**config.mk**
```make
export PLATFORM = sky130hd
export DESIGN_NAME = vwsp_fifo
export DESIGN_NICKNAME = d
export VERILOG_FILES = /design/src/rtl/core/vertex_world_to_screen_projection_unit_macros.svh /design/src/rtl/core/vwsp_pkg.sv /design/src/rtl/core/vwsp_fifo.sv
export SDC_FILE = /design/constraint.sdc
export NUM_CORES = 1
export LEC_CHECK = 0
export BUFFER_PORTS_ARGS = -buffer_cell sky130_fd_sc_hd__buf_2
export CAP_MARGIN = 25
export CORE_ASPECT_RATIO = 0.75
export CORE_MARGIN = 2
export CORE_UTILIZATION = 50
export DETAILED_ROUTE_END_ITERATION = 10
export PLACE_DENSITY = 0.71
export SYNTH_ARGS = -nofsm -noshare
export SYNTH_HDL_FRONTEND = slang
export SYNTH_SLANG_ARGS = --single-unit
```
**constraint.sdc**
```tcl
create_clock -name clk -period 6.3 [get_ports clk]
set_clock_uncertainty 0.05 [all_clocks]
set_input_delay 1.26 -clock clk [delete_from_list [all_inputs] [get_ports clk]]
set_output_delay 1.26 -clock clk [all_outputs]
set_load 0.005 [all_outputs]
```
**src/rtl/core/vertex_world_to_screen_projection_unit_macros.svh**
```systemverilog
// assertion macros for the projection unit
// used by the top level only; needs nothing else
`ifndef VERTEX_WORLD_TO_SCREEN_PROJECTION_UNIT_MACROS_SVH
`define VERTEX_WORLD_TO_SCREEN_PROJECTION_UNIT_MACROS_SVH

// condition holds in the same cycle
`define VWSP_CHK_NOW(name, clk, rst, ante, cons, msg) \
  name: assert property (@(posedge clk) disable iff (rst) (ante) |-> (cons)) else $error(msg);

// condition holds in the next cycle
`define VWSP_CHK_NEXT(name, clk, rst, ante, cons, msg) \
  name: assert property (@(posedge clk) disable iff (rst) (ante) |=> (cons)) else $error(msg);

`endif

```
**src/rtl/core/vwsp_pkg.sv**
```systemverilog
// shared types, codes and saturation helper for the projection unit
// no dependencies
`timescale 1ns / 1ps

package vwsp_pkg;

  localparam int SAT_W       = 72;
  localparam int CFG_W       = 13;
  localparam int QUEUE_DEPTH = 4;

  localparam logic signed [SAT_W-1:0] SAT_HI = SAT_W'(32'sh7fff_ffff);
  localparam logic signed [SAT_W-1:0] SAT_LO = SAT_W'(32'sh8000_0000);

  typedef enum logic [1:0] {
    MODE_MV   = 2'd0,
    MODE_PROJ = 2'd1,
    MODE_VTX  = 2'd2,
    MODE_NONE = 2'd3
  } mode_t;

  typedef enum logic [2:0] {
    REG_VP_X  = 3'd0,
    REG_VP_Y  = 3'd1,
    REG_VP_W  = 3'd2,
    REG_VP_H  = 3'd3,
    REG_SCR_H = 3'd4
  } cfg_reg_t;

  typedef struct packed {
    logic signed [31:0] x;
    logic signed [31:0] y;
    logic signed [31:0] z;
    logic signed [31:0] w;
  } clip_t;

  typedef struct packed {
    logic full;
    logic empty;
  } q_stat_t;

  typedef struct packed {
    logic signed [CFG_W-1:0] vp_x;
    logic signed [CFG_W-1:0] vp_y;
    logic [CFG_W-1:0]        vp_w;
    logic [CFG_W-1:0]        vp_h;
    logic [CFG_W-1:0]        scr_h;
  } view_cfg_t;

  function automatic logic signed [31:0] sat32(input logic signed [SAT_W-1:0] v);
    if (v > SAT_HI) begin
      return 32'sh7fff_ffff;
    end else if (v < SAT_LO) begin
      return 32'sh8000_0000;
    end else begin
      return v[31:0];
    end
  endfunction

endpackage

```
**src/rtl/core/vwsp_fifo.sv**
```systemverilog
// short queue of clip coordinates between front and back end
// depends on vwsp_pkg
`timescale 1ns / 1ps

module vwsp_fifo import vwsp_pkg::*; (
  input  logic    clk,
  input  logic    rst,
  input  logic    push,
  input  clip_t   push_data,
  input  logic    pop,
  output clip_t   pop_data,
  output q_stat_t stat
);

  localparam int AW = $clog2(QUEUE_DEPTH);

  clip_t        mem [QUEUE_DEPTH];
  logic [AW-1:0] wp, rp;
  logic [AW:0]   cnt;

  assign pop_data   = mem[rp];
  assign stat.full  = (cnt == (AW + 1)'(QUEUE_DEPTH));
  assign stat.empty = (cnt == '0);

  always_ff @(posedge clk) begin
    if (rst) begin
      wp  <= '0;
      rp  <= '0;
      cnt <= '0;
    end else begin
      if (push) begin
        wp <= wp + 1'b1;
      end
      if (pop) begin
        rp <= rp + 1'b1;
      end
      if (push && !pop) begin
        cnt <= cnt + 1'b1;
      end else if (pop && !push) begin
        cnt <= cnt - 1'b1;
      end
    end
  end

  always_ff @(posedge clk) begin
    if (push) begin
      mem[wp] <= push_data;
    end
  end

endmodule

```
# [After elaboration in Yosys (flattened, before gate mapping)]
# Memories as Yosys holds them, arrays and structs flattened. A register that Yosys moved wholly into a read port is not among the register bits.
# Cells that the tools add are included.
# Widths: inputs -> output; s select.
[op_classes] n_addsub=4 eq_ne=1 n_mux=6 reduce_logical=6
[op_table] cell="$mux 3" n=2
[op_table] cell="$add 2x1->2 const B" n=2
[op_table] cell="$mux 2" n=2
[op_table] cell="$add 3x1->3 const B" n=1
[op_table] cell="$eq 3x3->1 const B" n=1
[op_table] cell="$logic_not 3->1" n=1
[op_table] cell="$sub 3x1->3 const B" n=1
[op_table] cell="$logic_and 1x1->1" n=2
[op_table] cell="$logic_not 1->1" n=2
[op_table] cell="$mux 1" n=2
[op_table] cell="$reduce_bool 2->1" n=1
[word_totals] ff_bits=7 ramBits=512 inputBits=132 output_inout_bits=130 wordCells=21 mem_count=1
[memory_table] name="mem" depth=4 width=128 rd=1 rd_clocked_by_memory_dff=1 wr=1 line_no="vwsp_fifo.sv:17" rtl="clip_t mem [QUEUE_DEPTH];"

# [Depth between registers and ports, before layout]
[logic_depth] depth_word=4 depth_mapped=7 ltp_nobuf=7

# [Worst setup path before layout]
# OpenSTA, ideal clock, no wires.
[synth_timing] path_kind="input -> register" startpoint="input push" endpoint="memory mem[0][0] (netlist name), enable pin" setup_time_ns=0.502 arrival_ns=4.193 t_required_ns=5.748 path_slack_ns=1.555 path_stages=1 n_path_buf=0 path_cell_list="and2_1"
[synth_between] elab_chain_len=2
[synth_lines] item="start, declared" line_no="vwsp_fifo.sv:8" rtl="input logic push,"
[synth_lines] item="$mux 1" line_no="vwsp_fifo.sv:46" rtl="if (push) begin"
[synth_lines] item="$mux 1 (implied by the code)" line_no="vwsp_fifo.sv:47" rtl="mem[wp] <= push_data;"
[synth_lines] item="end, declared" line_no="vwsp_fifo.sv:17"
# No other way between the ends.

==> impl_metrics.xml <==
<?xml version="1.0" encoding="UTF-8"?>
<metrics>
  <group name="outcome">
    <metric name="status" unit="">finished, final reports clean</metric>
  </group>
  <group name="floorplanning">
    <metric name="rows" unit="">61</metric>
    <metric name="start_util" unit="%">51.0</metric>
    <metric name="overall_die_area" unit="sq mm">0.0396</metric>
    <metric name="overall_die_width" unit="um">229</metric>
    <metric name="coreArea" unit="sq mm">0.0372</metric>
    <metric name="floorplan.io_pins" unit="">262</metric>
    <metric name="die_y" unit="um">173</metric>
  </group>
  <group name="placement">
    <metric name="finalWeightedCongestion" unit="">0.727</metric>
    <metric name="place_area" unit="sq mm">0.0208</metric>
    <metric name="placement.io_buffers" unit="">261</metric>
    <metric name="dpl_worst_slack" unit="ps">2680</metric>
    <metric name="place_hpwl" unit="mm">21.1</metric>
  </group>
  <group name="setup_path">
    <metric name="setup.worst_path.class" unit="">reg -&gt; out</metric>
    <metric name="cp_slowest_stage_delay" unit="ps">930</metric>
    <metric name="critical_path.n_buffers_inverters" unit="">2</metric>
    <metric name="end_kind" unit="">output pin</metric>
    <metric name="critical_path_required" unit="ps">4990</metric>
    <metric name="worst_path_max_delay_cell" unit="">dfxtp_4</metric>
    <metric name="path_delay_family" unit="">flip-flops</metric>
    <metric name="critical_path_arrival" unit="ps">2790</metric>
    <metric name="crit_path_max_fanout" unit="">40</metric>
    <metric name="critPathLaunchType" unit="">register</metric>
    <metric name="cell_chain_critical_path" unit="">buf_4 &gt; mux4_2 &gt; buf_2</metric>
  </group>
  <group name="clock_tree">
    <metric name="clock_tree.root_cell" unit="">clkbuf_16</metric>
    <metric name="clock_path_buffers" unit="">3</metric>
    <metric name="cts_buffers" unit="">49</metric>
    <metric name="cts.clk_slew.worst_paths" unit="ps">60</metric>
    <metric name="clock_latency" unit="ps">560</metric>
    <metric name="post_cts.resized_instances" unit="">0</metric>
    <metric name="cts_setup_buffers" unit="">0</metric>
    <metric name="cts-hold-fix-buffers" unit="">0</metric>
    <metric name="cts_tree" unit="">built</metric>
    <metric name="tritoncts_num_sinks" unit="">521</metric>
    <metric name="h-tree-depth" unit="">2</metric>
  </group>
  <group name="sta">
    <metric name="timing.final.hold_violations" unit="">0</metric>
    <metric name="tightestPinTransition" unit="ps">923</metric>
    <metric name="final_max_slew_viol_count" unit="">0</metric>
    <metric name="final_min_period_over_clock_period" unit="%">65.1</metric>
    <metric name="setup_slack" unit="ps">2200</metric>
    <metric name="max_freq" unit="MHz">244</metric>
    <metric name="worst_case_hold_slack" unit="ps">459</metric>
    <metric name="finalWorstPathRequiredPeriod" unit="ps">4100</metric>
    <metric name="timing.setup.tns" unit="ps">0</metric>
    <metric name="report.final.setup_viol" unit="">0</metric>
    <metric name="slew_headroom" unit="%">38.5</metric>
    <metric name="rsz0062_at_grt" unit="">no</metric>
  </group>
  <group name="global_routing">
    <metric name="first_pass_grt_wire_length" unit="mm">53.6</metric>
    <metric name="grt_start_max_net_pins" unit="">84</metric>
    <metric name="grt_util_all_layers" unit="%">17.9</metric>
    <metric name="grt_overflow_total" unit="">0</metric>
    <metric name="antenna_violations_before_repair" unit="">11</metric>
    <metric name="first_global_vias" unit="">8844</metric>
  </group>
  <group name="synth">
    <metric name="synth-seq-area-share" unit="%">81.9</metric>
    <metric name="ys_top_cells_by_area" unit="">edfxtp_1, mux4_2, buf_12</metric>
    <metric name="post_synth_instance_area" unit="sq mm">0.0190</metric>
    <metric name="postSynthCellCount" unit="">712</metric>
    <metric name="netlist-cell-type-count" unit="">21</metric>
    <metric name="synth.most_common_cell" unit="">edfxtp_1</metric>
    <metric name="synth-seq-cells" unit="">521</metric>
    <metric name="post_synth.cell_area_avg" unit="sq um">26.7</metric>
    <metric name="number_of_enable_type_register_cells_in_the_synthesized_netlist" unit="">512</metric>
    <metric name="top_cell_type_s_share_of_synthesized_area" unit="%">80.9</metric>
    <metric name="total_nets_after_synthesis" unit="">850</metric>
    <metric name="synth_warnings" unit="">0</metric>
    <metric name="yosys.area.top_type" unit="">edfxtp_1</metric>
    <metric name="synth_commonest_cells" unit="">edfxtp_1, mux4_2, buf_2, buf_12, dfxtp_1</metric>
    <metric name="most_used_flip_flop_cell_after_synthesis" unit="">edfxtp_1</metric>
    <metric name="async_flop_share" unit="%">0</metric>
  </group>
  <group name="final_layout">
    <metric name="seqCellArea" unit="sq mm">0.0156</metric>
    <metric name="share_of_post_route_cells_with_drive_strength_above_1" unit="%">45.5</metric>
    <metric name="area.growth.synth_to_final" unit="%">17.7</metric>
    <metric name="multi_input_gate_area_in_the_final_layout" unit="sq mm">0.00312</metric>
    <metric name="layout.nets" unit="">1141</metric>
    <metric name="nFillCells" unit="">2683</metric>
    <metric name="postLayoutCellArea" unit="sq mm">0.0224</metric>
  </group>
  <group name="hold_path">
    <metric name="hp-class" unit="">reg -&gt; reg</metric>
  </group>
  <group name="job">
    <metric name="max-cap-violations" unit="">0</metric>
  </group>
  <group name="route">
    <metric name="detailedRoute.firstIterationViolations" unit="">631</metric>
    <metric name="post-route-drc-count" unit="">0</metric>
    <metric name="routed_via_count" unit="">8411</metric>
    <metric name="wl" unit="mm">35.3</metric>
    <metric name="firstDrtPassIters" unit="">5</metric>
    <metric name="post_drt_wl_per_cell" unit="um">22.7</metric>
    <metric name="viasPerCell" unit="">5.41</metric>
    <metric name="post_route_antenna_net_violation_count" unit="">0</metric>
  </group>
  <group name="power_and_ir_drop">
    <metric name="p_total" unit="mW">7.51</metric>
    <metric name="cellLeakagePower" unit="nW">7.47</metric>
    <metric name="vdd_ir_drop_max" unit="V">0.000249</metric>
    <metric name="pwr_density_cell" unit="mW/mm^2">336</metric>
  </group>
</metrics>
==> tightest hold or removal path, stage by stage (launching register included) <==
cell and delay (ps):
dfxtp_1 320, o21ai_0 80, a21oi_1 60
==> worst paths after layout <==
| kind | from | to | slack, ps | cells after the start |
|---|---|---|---|---|
| worst min-delay path | cnt[2]$_SDFFE_PP0P_ | cnt[2]$_SDFFE_PP0P_ | 460 | 2 |
| worst max-delay path | register | pop_data[103] | 2200 | 3 |
| worst max register to register | wp[0]$_SDFFE_PP0P_ | mem[1][45]$_DFFE_PP_ | 4040 | 3 |
| worst min register to register | cnt[2]$_SDFFE_PP0P_ | cnt[2]$_SDFFE_PP0P_ | 460 | 2 |
==> cells by family after synthesis <==
kind of cell             synth area share (%)
AO/OA/AOI/OAI                          0.0526
XOR/XNOR                                0.231
adder cells (fa/ha/maj)                 0.435
buffers and inverters                    1.75
flip-flops                               81.9
multiplexers                             15.3
AND/OR/NAND/NOR                         0.389
==> state kept, by name, indices dropped and copies added (netlist names), named ones only <==
register	count
mem	512
rp	2
cnt	3
wp	2
==> power by group <==
| group | internal, mW | total [mW] | switching, mW |
|---|---|---|---|
| Clock | 1.63 | 2.82 | 1.20 |
| Combinational | 0.320 | 0.641 | 0.322 |
| Sequential | 3.98 | 4.05 | 0.0656 |
==> layer usage <==
layer / up-vias / track usage [%] / share of wire [%]
li1: 3681 / - / -
met1: 4415 / 25.7 / 44
met2: 253 / 27.7 / 47
met3: 54 / 5.01 / 7.2
met4: 8 / 4.44 / 1.6
met5: - / 0 / 0.16
==> metrics by stage <==
| step | cells | util (%) |
|---|---|---|
| after global routing | 1549 | 60.0 |
| final | 1555 | 60.0 |
| after CTS | 1547 | 60.0 |
| after detailed placement | 1456 | 55.8 |
| after global placement | 1456 | 55.8 |
| after floorplan | 712 | - |
==> cells in the final DEF (no fill, tap or decap) <==
master      netlist  routed
a21oi_1           1       1
xor2_1            3       3
edfxtp_1        512     512
bufinv_16         0       2
inv_1             4       4
nor2_1            7       7
dfxtp_1           9       7
buf_12           10       6
clkbuf_8          0       5
buf_4             0       2
ha_1              5       5
o21ai_0           1       1
clkinv_2          0      10
mux4_2          128     128
nor3_1            1       1
mux2i_1           2       2
inv_6             0       1
clkbuf_16         0      51
nor3b_1           1       1
clkinv_8          0       1
clkbuf_1          2      12
clkinv_1          0       7
or3_1             1       1
fa_1              1       1
and2_4            0       4
clkinvlp_4        0       2
xnor2_1           2       2
dfxtp_4           0       2
diode_2           0       8
nand2_1           1       1
buf_2            13     261
==> layout make-up <==
type | instances | share of cell area, %
Inverter | 4 | 0.0672
Timing Repair Buffer | 269 | 6.45
Multi-Input combinational cell | 158 | 14.0
Tap cell | 504 | 2.82
Clock inverter | 23 | 0.789
Clock buffer | 68 | 6.22
Antenna cell | 8 | 0.0895
Sequential cell | 521 | 69.6
(Power assumes the default switching activity.)
